## config.mk

```make
export PLATFORM = sky130hd
export DESIGN_NAME = cave_automaton_row_step_flat
export DESIGN_NICKNAME = d
export VERILOG_FILES = /design/src/cave_pkg.sv /design/src/cave_if.sv /design/src/cave_automaton_row_step.sv /design/src/cave_cell_lane.sv /design/src/cave_row_eval.sv /design/src/cave_out_queue.sv /design/src/flat_wrapper.sv
export SDC_FILE = /design/constraint.sdc
export NUM_CORES = 2
export LEC_CHECK = 0
export ABC_AREA = 1
export BUFFER_PORTS_ARGS = -buffer_cell sky130_fd_sc_hd__buf_2
export CORE_UTILIZATION = 45
export CTS_BUF_LIST = sky130_fd_sc_hd__clkbuf_16
export CTS_CLUSTER_DIAMETER = 200
export DETAILED_ROUTE_END_ITERATION = 12
export SLEW_MARGIN = 20
export SYNTH_ARGS = -nofsm -noshare
export SYNTH_HDL_FRONTEND = slang
export SYNTH_SLANG_ARGS = --single-unit
export TNS_END_PERCENT = 5
```

## constraint.sdc

```tcl
create_clock -name clk -period 8.93 [get_ports clk]
set_input_delay 1.3395 -clock clk [delete_from_list [all_inputs] [get_ports clk]]
set_output_delay 1.3395 -clock clk [all_outputs]
set_load 0.02 [all_outputs]
```

## src/cave_pkg.sv

```systemverilog
// ----------------------------------------------------------------------------
// cave_pkg
// Shared types and constants for the cave automaton row step block.
// ----------------------------------------------------------------------------
package cave_pkg;

  localparam int MAX_SIZE   = 64;
  localparam int MIN_SIZE   = 8;
  localparam int ROW_W      = MAX_SIZE;
  localparam int ROWNUM_W   = $clog2(MAX_SIZE);
  localparam int SIZE_W     = 7;
  localparam int LIMIT_W    = 4;
  localparam int CNT_W      = 4;
  localparam int CFG_IDX_W  = 2;
  localparam int CFG_DATA_W = SIZE_W;
  localparam int OUT_DEPTH  = 3;
  localparam int OUT_CNT_W  = $clog2(OUT_DEPTH + 1);

  // Configuration register indexes.
  localparam logic [CFG_IDX_W-1:0] REG_GRID_SIZE   = 2'd0;
  localparam logic [CFG_IDX_W-1:0] REG_BIRTH_LIMIT = 2'd1;
  localparam logic [CFG_IDX_W-1:0] REG_DEATH_LIMIT = 2'd2;

  localparam logic [SIZE_W-1:0]  GRID_SIZE_RST   = 7'd64;
  localparam logic [LIMIT_W-1:0] BIRTH_LIMIT_RST = 4'd4;
  localparam logic [LIMIT_W-1:0] DEATH_LIMIT_RST = 4'd3;

  typedef struct packed {
    logic [LIMIT_W-1:0] birth;
    logic [LIMIT_W-1:0] death;
  } cave_limits_t;

  typedef struct packed {
    logic [ROW_W-1:0]    next_row_cells;
    logic [ROWNUM_W-1:0] row_number;
    logic                frame_last;
  } cave_result_t;

endpackage

```

## src/cave_if.sv

```systemverilog
// ----------------------------------------------------------------------------
// cave_if
// Valid/ready channels for incoming grid rows and outgoing result rows.
// ----------------------------------------------------------------------------
interface cave_in_if;
  logic                        valid;
  logic                        ready;
  logic [cave_pkg::ROW_W-1:0]  row_cells;

  modport source (output valid, output row_cells, input ready);
  modport sink   (input valid, input row_cells, output ready);
endinterface

interface cave_out_if;
  logic                          valid;
  logic                          ready;
  logic [cave_pkg::ROW_W-1:0]    next_row_cells;
  logic [cave_pkg::ROWNUM_W-1:0] row_number;
  logic                          frame_last;

  modport source (output valid, output next_row_cells, output row_number,
                  output frame_last, input ready);
  modport sink   (input valid, input next_row_cells, input row_number,
                  input frame_last, output ready);
endinterface

```

## src/cave_automaton_row_step.sv

```systemverilog
// ----------------------------------------------------------------------------
// cave_automaton_row_step
// One generation of the birth/death cave automaton, one grid row per item.
//
//   channel | direction | payload
//   in_row  | sink      | row_cells
//   out_row | source    | next_row_cells, row_number, frame_last
//   cfg_*   | write     | grid_size, birth_limit, death_limit
//
// A row is taken every cycle while the output queue has room; its results
// are computed in the cycle of acceptance by two rows of 64 cell lanes and
// are registered into a three-entry output queue. The final row of a
// frame yields two items; the queue absorbs the extra one, and the first
// row of the next frame yields none, so input never pauses on its own.
// Synchronous reset clears the configuration to defaults and empties the
// row history and queue. A stalled output backs up into in_row.ready.
// ----------------------------------------------------------------------------
module cave_automaton_row_step (
  input  logic                           clk,
  input  logic                           rst_n,
  cave_in_if.sink                        in_row,
  cave_out_if.source                     out_row,
  input  logic                           cfg_we,
  input  logic [cave_pkg::CFG_IDX_W-1:0] cfg_index,
  input  logic [cave_pkg::CFG_DATA_W-1:0] cfg_wdata
);

  logic [cave_pkg::SIZE_W-1:0]   grid_size_r;
  logic [cave_pkg::LIMIT_W-1:0]  birth_limit_r;
  logic [cave_pkg::LIMIT_W-1:0]  death_limit_r;
  logic [cave_pkg::ROW_W-1:0]    row_above_r;
  logic [cave_pkg::ROW_W-1:0]    row_middle_r;
  logic [cave_pkg::ROWNUM_W-1:0] rows_rcvd_r;

  logic [cave_pkg::SIZE_W-1:0]   eff_size;
  logic [cave_pkg::ROWNUM_W-1:0] size_m1;
  logic [cave_pkg::ROWNUM_W-1:0] size_m2;
  logic [cave_pkg::ROW_W-1:0]    lane_en;
  logic [cave_pkg::ROW_W-1:0]    row_in;
  logic [cave_pkg::ROW_W-1:0]    next_a;
  logic [cave_pkg::ROW_W-1:0]    next_b;
  cave_pkg::cave_limits_t        limits;
  cave_pkg::cave_result_t        res0;
  cave_pkg::cave_result_t        res1;
  logic                          in_acc;
  logic                          first_row;
  logic                          last_row;
  logic                          room;

  // Effective size is clamped to the supported range.
  always_comb begin
    eff_size = grid_size_r;
    if (grid_size_r < cave_pkg::SIZE_W'(cave_pkg::MIN_SIZE)) begin
      eff_size = cave_pkg::SIZE_W'(cave_pkg::MIN_SIZE);
    end else if (grid_size_r > cave_pkg::SIZE_W'(cave_pkg::MAX_SIZE)) begin
      eff_size = cave_pkg::SIZE_W'(cave_pkg::MAX_SIZE);
    end
    for (int x = 0; x < cave_pkg::ROW_W; x++) begin
      lane_en[x] = (cave_pkg::SIZE_W'(x) < eff_size);
    end
  end

  assign size_m1 = cave_pkg::ROWNUM_W'(eff_size - cave_pkg::SIZE_W'(1));
  assign size_m2 = cave_pkg::ROWNUM_W'(eff_size - cave_pkg::SIZE_W'(2));

  assign limits.birth = birth_limit_r;
  assign limits.death = death_limit_r;

  assign row_in    = in_row.row_cells & lane_en;
  assign in_row.ready = room;
  assign in_acc    = in_row.valid && room;
  assign first_row = (rows_rcvd_r == '0);
  // A size shrunk mid-frame can leave the count past the end; treat as last.
  assign last_row  = !first_row && (rows_rcvd_r >= size_m1);

  cave_row_eval u_eval_a (
    .row_up   (row_above_r),
    .row_mid  (row_middle_r),
    .row_dn   (row_in),
    .lane_en  (lane_en),
    .limits   (limits),
    .row_next (next_a)
  );

  cave_row_eval u_eval_b (
    .row_up   (row_middle_r),
    .row_mid  (row_in),
    .row_dn   ('0),
    .lane_en  (lane_en),
    .limits   (limits),
    .row_next (next_b)
  );

  always_comb begin
    res0.next_row_cells = next_a;
    res0.row_number     = last_row ? size_m2
                                   : rows_rcvd_r - cave_pkg::ROWNUM_W'(1);
    res0.frame_last     = 1'b0;
    res1.next_row_cells = next_b;
    res1.row_number     = size_m1;
    res1.frame_last     = 1'b1;
  end

  cave_out_queue u_queue (
    .clk      (clk),
    .rst_n    (rst_n),
    .push     (in_acc && !first_row),
    .push_two (last_row),
    .push_d0  (res0),
    .push_d1  (res1),
    .room     (room),
    .out_row  (out_row)
  );

  always_ff @(posedge clk) begin
    if (!rst_n) begin
      grid_size_r   <= cave_pkg::GRID_SIZE_RST;
      birth_limit_r <= cave_pkg::BIRTH_LIMIT_RST;
      death_limit_r <= cave_pkg::DEATH_LIMIT_RST;
    end else if (cfg_we) begin
      unique case (cfg_index)
        cave_pkg::REG_GRID_SIZE:   grid_size_r   <= cfg_wdata;
        cave_pkg::REG_BIRTH_LIMIT: birth_limit_r <= cfg_wdata[cave_pkg::LIMIT_W-1:0];
        cave_pkg::REG_DEATH_LIMIT: death_limit_r <= cfg_wdata[cave_pkg::LIMIT_W-1:0];
        default: ;
      endcase
    end
  end

  always_ff @(posedge clk) begin
    if (!rst_n) begin
      row_above_r  <= '0;
      row_middle_r <= '0;
      rows_rcvd_r  <= '0;
    end else if (in_acc) begin
      if (last_row) begin
        row_above_r  <= '0;
        row_middle_r <= '0;
        rows_rcvd_r  <= '0;
      end else begin
        row_above_r  <= first_row ? '0 : row_middle_r;
        row_middle_r <= row_in;
        rows_rcvd_r  <= rows_rcvd_r + cave_pkg::ROWNUM_W'(1);
      end
    end
  end

endmodule

```

## src/cave_cell_lane.sv

```systemverilog
// ----------------------------------------------------------------------------
// cave_cell_lane
// One cell: counts live neighbors and applies the birth and death rule.
// ----------------------------------------------------------------------------
module cave_cell_lane (
  input  logic [7:0]             nbr,
  input  logic                   self_alive,
  input  cave_pkg::cave_limits_t limits,
  output logic                   alive
);

  logic [cave_pkg::CNT_W-1:0] cnt;

  always_comb begin
    cnt = '0;
    for (int k = 0; k < 8; k++) begin
      cnt = cnt + {{(cave_pkg::CNT_W-1){1'b0}}, nbr[k]};
    end
  end

  // Limits are compared as given, so out-of-range values simply never match.
  assign alive = self_alive ? (cnt >= limits.death) : (cnt > limits.birth);

endmodule

```

## src/cave_row_eval.sv

```systemverilog
// ----------------------------------------------------------------------------
// cave_row_eval
// A full row of cell lanes side by side, merged into one masked result row.
// ----------------------------------------------------------------------------
module cave_row_eval (
  input  logic [cave_pkg::ROW_W-1:0] row_up,
  input  logic [cave_pkg::ROW_W-1:0] row_mid,
  input  logic [cave_pkg::ROW_W-1:0] row_dn,
  input  logic [cave_pkg::ROW_W-1:0] lane_en,
  input  cave_pkg::cave_limits_t     limits,
  output logic [cave_pkg::ROW_W-1:0] row_next
);

  // One dead cell of padding on each side handles the grid edges.
  logic [cave_pkg::ROW_W+1:0] up_p;
  logic [cave_pkg::ROW_W+1:0] mid_p;
  logic [cave_pkg::ROW_W+1:0] dn_p;
  logic [cave_pkg::ROW_W-1:0] lane_out;

  // Cells beyond the grid read as dead, including bits kept from a larger size.
  assign up_p  = {1'b0, row_up  & lane_en, 1'b0};
  assign mid_p = {1'b0, row_mid & lane_en, 1'b0};
  assign dn_p  = {1'b0, row_dn  & lane_en, 1'b0};

  for (genvar x = 0; x < cave_pkg::ROW_W; x++) begin : g_lane
    cave_cell_lane u_lane (
      .nbr        ({up_p[x], up_p[x+1], up_p[x+2], mid_p[x], mid_p[x+2],
                    dn_p[x], dn_p[x+1], dn_p[x+2]}),
      .self_alive (mid_p[x+1]),
      .limits     (limits),
      .alive      (lane_out[x])
    );
  end

  assign row_next = lane_out & lane_en;

endmodule

```

## src/cave_out_queue.sv

```systemverilog
// ----------------------------------------------------------------------------
// cave_out_queue
// Small shifting result queue; takes one or two items per cycle and
// presents the oldest on the output channel.
// ----------------------------------------------------------------------------
module cave_out_queue (
  input  logic                   clk,
  input  logic                   rst_n,
  input  logic                   push,
  input  logic                   push_two,
  input  cave_pkg::cave_result_t push_d0,
  input  cave_pkg::cave_result_t push_d1,
  output logic                   room,
  cave_out_if.source             out_row
);

  cave_pkg::cave_result_t             q_r   [cave_pkg::OUT_DEPTH];
  cave_pkg::cave_result_t             q_nxt [cave_pkg::OUT_DEPTH];
  logic [cave_pkg::OUT_CNT_W-1:0]     cnt_r;
  logic [cave_pkg::OUT_CNT_W-1:0]     cnt_nxt;
  logic [cave_pkg::OUT_CNT_W-1:0]     base;
  logic [cave_pkg::OUT_CNT_W-1:0]     base_p1;
  logic                               pop;

  assign out_row.valid          = (cnt_r != '0);
  assign out_row.next_row_cells = q_r[0].next_row_cells;
  assign out_row.row_number     = q_r[0].row_number;
  assign out_row.frame_last     = q_r[0].frame_last;

  assign pop  = out_row.valid && out_row.ready;

  assign base    = cnt_r - {{(cave_pkg::OUT_CNT_W-1){1'b0}}, pop};
  assign base_p1 = base + cave_pkg::OUT_CNT_W'(1);

  // Room for two items once this cycle's drain is counted.
  assign room = (base <= cave_pkg::OUT_CNT_W'(1));

  always_comb begin
    for (int i = 0; i < cave_pkg::OUT_DEPTH; i++) begin
      q_nxt[i] = q_r[i];
    end
    if (pop) begin
      for (int i = 0; i < cave_pkg::OUT_DEPTH - 1; i++) begin
        q_nxt[i] = q_r[i+1];
      end
    end
    for (int i = 0; i < cave_pkg::OUT_DEPTH; i++) begin
      if (push && (base == cave_pkg::OUT_CNT_W'(i))) begin
        q_nxt[i] = push_d0;
      end else if (push && push_two && (base_p1 == cave_pkg::OUT_CNT_W'(i))) begin
        q_nxt[i] = push_d1;
      end
    end
    cnt_nxt = base;
    if (push) begin
      cnt_nxt = push_two ? base + cave_pkg::OUT_CNT_W'(2) : base_p1;
    end
  end

  always_ff @(posedge clk) begin
    for (int i = 0; i < cave_pkg::OUT_DEPTH; i++) begin
      q_r[i] <= q_nxt[i];
    end
    if (!rst_n) begin
      cnt_r <= '0;
    end else begin
      cnt_r <= cnt_nxt;
    end
  end

endmodule

```

## src/flat_wrapper.sv

```systemverilog
// flat-port wrapper written by rule: the top's interface ports become plain ports
module cave_automaton_row_step_flat 
  (clk, rst_n, cfg_we, cfg_index, cfg_wdata, in_row_valid, in_row_row_cells, in_row_ready, out_row_valid, out_row_next_row_cells, out_row_row_number, out_row_frame_last, out_row_ready);
  cave_in_if in_row_i ();
  cave_out_if out_row_i ();
  input  logic clk;
  input  logic rst_n;
  input  logic cfg_we;
  input  logic [cave_pkg::CFG_IDX_W-1:0] cfg_index;
  input  logic [cave_pkg::CFG_DATA_W-1:0] cfg_wdata;
  input wire logic [$bits(in_row_i.valid)-1:0] in_row_valid;
  input wire logic [$bits(in_row_i.row_cells)-1:0] in_row_row_cells;
  output wire logic [$bits(in_row_i.ready)-1:0] in_row_ready;
  output wire logic [$bits(out_row_i.valid)-1:0] out_row_valid;
  output wire logic [$bits(out_row_i.next_row_cells)-1:0] out_row_next_row_cells;
  output wire logic [$bits(out_row_i.row_number)-1:0] out_row_row_number;
  output wire logic [$bits(out_row_i.frame_last)-1:0] out_row_frame_last;
  input wire logic [$bits(out_row_i.ready)-1:0] out_row_ready;
  assign in_row_i.valid = in_row_valid;
  assign in_row_i.row_cells = in_row_row_cells;
  assign in_row_ready = in_row_i.ready;
  assign out_row_valid = out_row_i.valid;
  assign out_row_next_row_cells = out_row_i.next_row_cells;
  assign out_row_row_number = out_row_i.row_number;
  assign out_row_frame_last = out_row_i.frame_last;
  assign out_row_i.ready = out_row_ready;
  cave_automaton_row_step u_core (.clk(clk), .rst_n(rst_n), .in_row(in_row_i), .out_row(out_row_i), .cfg_we(cfg_we), .cfg_index(cfg_index), .cfg_wdata(cfg_wdata));
endmodule
```

==> reports/metrics.cfg <==
[sta]
setup_tns_ns = 0
setup_viol = 0
hold_viol_final = 0
period_needed_ns = 6.33
fin_skew_ns = 0.0285
max_freq_mhz = 158
fin_ws_ns = 2.60
slew_violations = 0
relSlewSlack = 0.222
worst_pin_slew_ns = 1.16
finalCritPeriodShare = 0.709
rsz0062_at_grt = no

[power_and_ir_drop]
p_leak_nw = 31.7
p_switching_mw = 5.88
swShare = 0.491
power.share.sequential = 0.217
power-per-cell-area_nw_per_um2 = 202
power_frac_comb = 0.612
p_clk_frac = 0.170
p_int_mw = 6.10
vdd_ir_drop_max_mv = 0.152

[clock_network]
path_clk_slew_ns = 0.06
hold_buffers = 0
cts_resized = 0
clockBufferDepth = 3
htree_levels = 2
cts.sinks = 364
cts_setup_buffers = 0
cts_tree = built
cts-root-buf = clkbuf_16
cts_buffers = 49
clk_latency_ns = 0.64

[final_layout]
num-nets-final = 8995
area_growth_syn_to_layout_pct = 6.54
final_util = 0.485
layout-drive-gt1-share = 0.0578
fin_area_um2 = 59300

[logic_synthesis]
yosysWarningCount = 0
yosys-top-cells-area = ha_1 26%, fa_1 12%, edfxtp_1 11%, nand2_1 11%, inv_1 10%
synth.avg_cell_area_um2 = 7.50
yosysTopAreaCell = ha_1
synth_commonest_cells = 1,566 x nand2_1, 1,557 x inv_1, 1,158 x ha_1
synthFlopType = edfxtp_1
synth_area_um2 = 55700
synthDistinctLibCells = 53
synth_top_area_share = 0.260
yosys.cell_count.top_type = nand2_1
synth_edf_count = 210
async_flop_share = 0
ys_seq_elements = 364
syn_inst = 7425
synth_fp_nets = 8990
yosysSeqAreaShare = 0.169

[floorplanning]
initial_core_util = 0.456
io_pins = 151
die_area_um2 = 125000
die_h_um = 354
core-area_um2 = 122000
fp-row-count = 128
die_w_um = 354

[run]
cap_viol_max_count = 0

[critical_path]
crit_slowest_cell = nor2_1
cp.required_ns = 9.28
worstSetupPathType = reg -> reg
cp.buffers_inverters = 9
max_stage_delay_ns = 0.51
cp-start-kind = flop
crit_top_cell = inv_1
worstPathMaxFanout = 16
critPathTopFamily = simple AND/OR/NAND/NOR gates
arrival_ns = 6.68
critPathCaptureType = flop

[grt]
grt_max_degree = 99
track_usage = 0.278
grt_pass1_vias = 47600
grt_pass1_wl_um = 273000
grt_antenna_before_repair = 5
grt_overflow_total = 0

[routing]
dr.pass1.iters = 6
via_count = 49400
routed_wl_um = 175000
via_per_inst = 5.43
drtIter0Drc = 3798
routedWlPerCell_um = 19.3
drc = 0
ant_nets = 0

[placed_design]
place_hpwl_um = 124000
dp_slack_ns = 2.57
place.gp.congestion = 0.892
port_buffers = 150
place_area_um2 = 57700

[hold_path]
timing.hold.worst.class = reg -> reg

[run_status]
run_status = complete, no violations

==> tightest hold or removal path, delay by kind of cell (launching register included) <==
kind | cells | cell delay [ns]
simple gates | 1 | 0.06
compound gates | 1 | 0.05
flops | 1 | 0.31
==> kinds of logic (layout without fill, tap and decap cells) <==
logic type / Yosys count / after routing / share of synthesized area
AOI/OAI and AO/OA: 1198 / 1198 / 0.124
xor gates and xnor gates: 81 / 81 / 0.0127
adders and majority gates: 1487 / 1487 / 0.378
buffers and inverters: 1852 / 1897 / 0.131
DFF: 364 / 364 / 0.169
other: 0 / 1 / 0
and+or+nand+nor: 2443 / 2443 / 0.185
==> placed cells by master (no fill, tap or decap), drive strengths merged, types with 12 or more instances in the layout <==
cell type / instances
inv: 1626
nand2: 1585
ha: 1158
a21oi: 435
o21ai: 395
nand3: 377
fa: 329
nor2: 299
edfxtp: 210
buf: 187
dfxtp: 154
o211ai: 127
nand4: 121
xnor2: 65
a21boi: 59
o21a: 58
o22ai: 56
clkbuf: 50
or2: 35
clkinv: 24
o21bai: 23
xor2: 16
a22oi: 14
nor3: 12
==> layout make-up <==
| cell class | count | area [um^2] |
|---|---|---|
| Antenna cell | 1 | 2.50 |
| Clock buffer | 50 | 1250 |
| Clock inverter | 41 | 329 |
| Fill cell | 12100 | 62900 |
| Inverter | 1619 | 6110 |
| Multi-Input combinational cell | 5209 | 39100 |
| Sequential cell | 364 | 9400 |
| Tap cell | 1625 | 2030 |
| Timing Repair Buffer | 187 | 1080 |
==> power groups by stage <==
stage                     Combinational [mW]  Clock, mW  Sequential [mW]
final                                   7.33       2.04             2.60
after global routing                    8.48       2.12             2.63
after CTS                               7.32       2.06             2.60
after detailed placement                7.28          0             2.62
after global placement                  7.01          0             2.63
after floorplan                         5.45          0             2.49
==> metal layers <==
layer	share of wire	vias to the layer above	global-route usage
met3	0.070	235	0.0355
met2	0.46	1490	0.467
met4	0.022	0	0.0669
li1	-	24100	-
met1	0.45	23600	0.376
met5	0	-	0
==> path summary, 6_finish.rpt <==
kind | cells past startpoint | startpoint | slack [ns] | end
min reg2reg | 2 | u_core.row_above_r[42] | 0.46 | u_core.row_above_r[42]
max | 28 | u_core.grid_size_r[6] | 2.60 | u_core.u_queue.q_r[0][42]
max reg2reg | 28 | u_core.grid_size_r[6] | 2.60 | u_core.u_queue.q_r[0][42]
min | 2 | u_core.row_above_r[42] | 0.46 | u_core.row_above_r[42]
==> per-stage QoR <==
step / total power, mW / std cells / hold slack (ns)
final: 12.0 / 9096 / 0.465
after global routing: 13.2 / 9096 / 0.472
after CTS: 12.0 / 9095 / 0.464
after detailed placement: 9.90 / 9004 / 0.455
after global placement: 9.63 / 9004 / 0.452
after floorplan: 7.94 / 7425 / 0.441
==> state kept, by name, indices dropped and copies added (netlist names) <==
signal / cells
u_core.row_middle_r: 64
u_core.u_queue.cnt_r: 2
u_core.grid_size_r: 7
u_core.death_limit_r: 4
u_core.birth_limit_r: 4
u_core.u_queue.q_r: 213
u_core.rows_rcvd_r: 6
u_core.row_above_r: 64
Note: power is estimated with default switching activity, not from simulation.
